### config.mk
export PLATFORM = sky130hd
export DESIGN_NAME = pllm_ram
export DESIGN_NICKNAME = d
export VERILOG_FILES = /design/src/rtl/core/pllm_ram.sv
export SDC_FILE = /design/constraint.sdc
export NUM_CORES = 1
export LEC_CHECK = 0
export BUFFER_PORTS_ARGS = -buffer_cell sky130_fd_sc_hd__buf_4
export CAP_MARGIN = 20
export CORE_AREA = 2 2 106 149
export CTS_CLUSTER_DIAMETER = 200
export DETAILED_ROUTE_END_ITERATION = 8
export DIE_AREA = 0 0 108 151
export GPL_TIMING_DRIVEN = 0
export PLACE_DENSITY = 0.59
export SLEW_MARGIN = 0
export SYNTH_ARGS = -nofsm -noshare
export SYNTH_HDL_FRONTEND = slang
export SYNTH_SLANG_ARGS = --single-unit
### constraint.sdc
create_clock -name i_clk -period 2.75 [get_ports i_clk]
set_clock_uncertainty 0.1 [all_clocks]
set_input_delay 0.6875 -clock i_clk [delete_from_list [all_inputs] [get_ports i_clk]]
set_output_delay 0.6875 -clock i_clk [all_outputs]
set_load 0.02 [all_outputs]
### src/rtl/core/pllm_ram.sv
// generic simple dual port ram with registered read
`timescale 1ns / 1ps
module pllm_ram #(
    parameter int WIDTH = 8,
    parameter int DEPTH = 16
) (
    input  logic                     i_clk,
    input  logic                     i_we,
    input  logic [$clog2(DEPTH)-1:0] i_waddr,
    input  logic [WIDTH-1:0]         i_wdata,
    input  logic [$clog2(DEPTH)-1:0] i_raddr,
    output logic [WIDTH-1:0]         o_rdata
);

    logic [WIDTH-1:0] r_mem [DEPTH];
    logic [WIDTH-1:0] r_rdata;

    always_ff @(posedge i_clk) begin
        if (i_we) begin
            r_mem[i_waddr] <= i_wdata;
        end
        r_rdata <= r_mem[i_raddr];
    end

    assign o_rdata = r_rdata;

endmodule

### Word level (Yosys, flattened, before mapping)

Memory sizes are Yosys's and may differ from the RTL's. A register that Yosys moved wholly into a read port is not among the register bits.
Cells that the tools add are included.

| cells by class | value |
|---|---|
| mux-type cells | 2 |

Operator list:

| operator | number |
|---|---|
| $mux 1 | 2 |

| storage, ports and cells | value |
|---|---|
| RAM bits | 128 |
| memories | 1 |
| output and inout bits | 8 |
| register bits after elaboration | 0 |
| bits of input ports | 18 |

Memory list:

| name | depth | bits a word | read ports | clocked after memory_dff | write ports | RTL line | RTL |
|---|---|---|---|---|---|---|---|
| r_mem | 16 | 8 | 1 | 1 | 1 | 15 | `logic [WIDTH-1:0] r_mem [DEPTH];` |

### Depth between registers and ports, before layout

| depth | value |
|---|---|
| word-level depth | 2 |
| mapped depth | 5 |

### Least setup slack after synthesis

Ideal clock, no wire load.

| timing | value |
|---|---|
| path type | input-to-reg |
| start | in i_waddr[2] |
| end | mem r_mem[0][0], enable pin |
| path slack | 0.470 ns |
| arrival time | 1.797 ns |
| setup time | 0.383 ns |
| stages | 2 |
| required time | 2.267 ns |
| cell sequence | or3b_2 > nor3_1 |

RTL lines:

| element | RTL line | RTL |
|---|---|---|
| start, declared | 9 | `input logic [$clog2(DEPTH)-1:0] i_waddr,` |
| end, declared | 15 |  |

Straight into the memory's write port.

### Worst setup path after layout

| timing | value |
|---|---|
| start | in i_waddr[2] |
| end | mem r_mem[0][6], enable pin |

Straight into the memory's write port.

==> impl_metrics.py <==
metrics = {
    "power_and_ir_drop": {
        "p_leak_nw": 2.05,
        "clkPwrFrac": 0.445,
        "vdd_drop_max_mv": 0.324,
        "switching_share": 0.199,
        "powerDensity_nw_per_um2": 757,
        "internal_power_mw": 3.73,
        "sequentialPowerShare": 0.500,
        "p_switching_uw": 927,
        "power_frac_comb": 0.054,
    },
    "worst_setup_path": {
        "critPathSlowestCell": "nor3_1",
        "cpPeakStageDelay_ns": 0.53,
        "endpoint": "r_mem[0][6]",
        "crit_family": "simple AND/OR/NAND/NOR gates",
        "worstRegToRegCells": 3,
        "critPathBufInv": 2,
        "crit_top_cell": "buf_4",
        "crit_path_cell_trace": "buf_4, or3b_2, nor3_1, buf_4",
        "cp-start-kind": "primary input",
        "r2r_start": "r_mem[1][0]",
        "required_ns": 2.77,
        "cp.arrival_ns": 2.13,
        "reg2reg_setup_slack_ns": 1.17,
        "crit_cells": 4,
        "crit_start": "i_waddr[2]",
        "r2r_end": "o_rdata[0]",
        "path_class": "in2reg",
        "cp-end-kind": "flip-flop",
        "worstPathMaxFanout": 5,
    },
    "route": {
        "vias": 2383,
        "wl_per_cell_um": 20.8,
        "vias_per_cell": 4.95,
        "drtIter0Drc": 182,
        "drtPass1Iterations": 5,
        "antenna_left": 0,
        "drc": 0,
        "finalWirelength_mm": 9.98,
    },
    "logic_synthesis": {
        "syn-cell-area_sq_um": 5150,
        "ys_seq_area_frac": 0.778,
        "synth.net_count": 247,
        "synth_cells": 229,
        "ys_ff_latch": 136,
        "synth.top_cell.area_share": 0.747,
        "yosys.area.top_type": "edfxtp_1",
        "yosysWarnings": 0,
        "synth_cell_types": 19,
        "synth_area_leaders": "edfxtp_1 (75%), mux4_2 (7.9%), mux4_1 (7.1%), dfxtp_1 (3.1%), a22oi_1 (2.3%)",
        "syn_avg_cell_area_sq_um": 22.5,
    },
    "layout": {
        "regArea_sq_um": 4000,
        "drive_above_1_share": 0.291,
        "multi_input_area_sq_um": 1060,
        "layout_commonest_cell": "edfxtp_1",
        "utilization": 0.412,
        "final_area_sq_um": 6150,
        "mostFrequentLayoutCells": "edfxtp_1 (128), buf_4 (28), clkbuf_16 (19)",
        "area_delta_synth_final_pct": 19.6,
        "num-fill-cells": 1291,
        "antennaDiodeCount": 0,
        "nets": 294,
    },
    "global_routing": {
        "grt_busiest_layer": "met2",
        "antenna_found_initial": 0,
        "met1_usage": 0.160,
        "grt.total_usage": 0.132,
        "met3_usage": 0.0473,
        "grt_max_degree": 17,
        "gr-total-overflow": 0,
        "met2_usage": 0.219,
        "grt_pass1_wl_mm": 14.5,
        "first_global_vias": 2387,
    },
    "placed_design": {
        "port_buffers": 24,
        "dp_hpwl_mm": 6.48,
        "place.gp.congestion": 0.809,
        "placed_area_sq_um": 5600,
    },
    "cts": {
        "htreeDepth": 4,
        "ctsResizeCount": 0,
        "cts_hold_buf": 0,
        "clockBufferDepth": 2,
        "cts_sinks": 136,
        "cts_root_buf": "clkbuf_16",
        "post_cts_buffers": 0,
        "cts_buffers": 17,
        "insertion_delay_ns": 0.41,
        "cts_tree": "done",
        "clkSlewWorstSetupHoldPaths_ns": 0.06,
    },
    "min_path": {
        "hold_path.class": "in2reg",
    },
    "timing": {
        "fin_crit_ns": 2.11,
        "rsz0062_at_grt": "false",
        "slew_viol_final": 0,
        "period_share": 0.769,
        "finalHoldViolations": 0,
        "setup_viol": 0,
        "tightest_slew_ns": 0.826,
        "slew_headroom": 0.447,
        "timing.fmax_mhz": 473,
    },
    "floorplanning": {
        "die_w_um": 108,
        "io_pins": 26,
        "rows": 53,
        "die_h_um": 151,
        "start_util": 0.345,
        "coreArea_sq_um": 14900,
        "dieArea_sq_um": 16300,
    },
    "job": {
        "max_cap_violations": 0,
    },
    "status": {
        "status": "completed",
    },
}
[power by group through the flow]
stage               registers, mW  clock network (mW)  logic, mW
floorplan                    2.39                   0      0.118
global placement             2.37                   0      0.251
detailed placement           2.37                   0      0.256
CTS                          2.33                2.11      0.256
global route                 2.33                2.20      0.272
finish                       2.33                2.07      0.252
[state kept, by name, indices dropped and copies added, names as in the netlist]
| register | cells |
|---|---|
| o_rdata | 8 |
| r_mem | 128 |
[per-layer routing]
metal,up-vias,wire [um]
met3,10,525
li1,1063,-
met4,0,116
met2,72,5280
met1,1238,4060
met5,-,0
[layout make-up]
cell class,instances,area share
buffer,10,0.0140
timing repair buffer,28,0.0337
tap,192,0.0390
sequential,136,0.651
clock buffer,26,0.0848
clock inverter,6,0.00610
multi-input combinational,83,0.172
[stage by stage]
stage / worst slack, ns / power [mW] / TNS (ns) / std cells / hold WS (ns)
after floorplan: 0.470 / 2.51 / 0 / 229 / 0.529
after global placement: -0.134 / 2.62 / -1.07 / 445 / 0.559
after detailed placement: 0.186 / 2.63 / 0 / 449 / 0.571
after CTS: 0.621 / 4.69 / 0 / 481 / 0.499
after global routing: 0.602 / 4.80 / 0 / 481 / 0.500
final: 0.636 / 4.66 / 0 / 481 / 0.511
[synthesized netlist by cell type (all sizes together)]
library cell and n:
nand2 9, dfxtp 8, nand3b 2, clkdlybuf4s25 3
mux4 32, or3b 1, and2b 1, nand2b 2
nor2 13, buf 7, nand3 1, and2 1
nor3 4, edfxtp 128, a22oi 16, nor2b 1
[kinds of logic after synthesis]
| logic type | synth area share |
|---|---|
| buffers and inverters | 0.0168 |
| muxes | 0.150 |
| and+or+nand+nor | 0.0318 |
| DFF | 0.778 |
| AOI/OAI and AO/OA | 0.0233 |
[worst min path at each step]
stage                 start  depth (start not counted)          end  slack [ns]
2_1_floorplan   r_mem[7][0]                          3   o_rdata[0]        0.53
3_3_place_gp   r_mem[15][0]                          3   o_rdata[0]        0.56
5_1_grt          i_wdata[4]                          1  r_mem[2][4]        0.50
4_1_cts          i_wdata[4]                          1  r_mem[2][4]        0.50
6_report         i_wdata[1]                          1  r_mem[2][1]        0.51
3_5_place_dp   r_mem[15][1]                          3   o_rdata[1]        0.57
No activity file was read; power rests on OpenSTA's default activity.
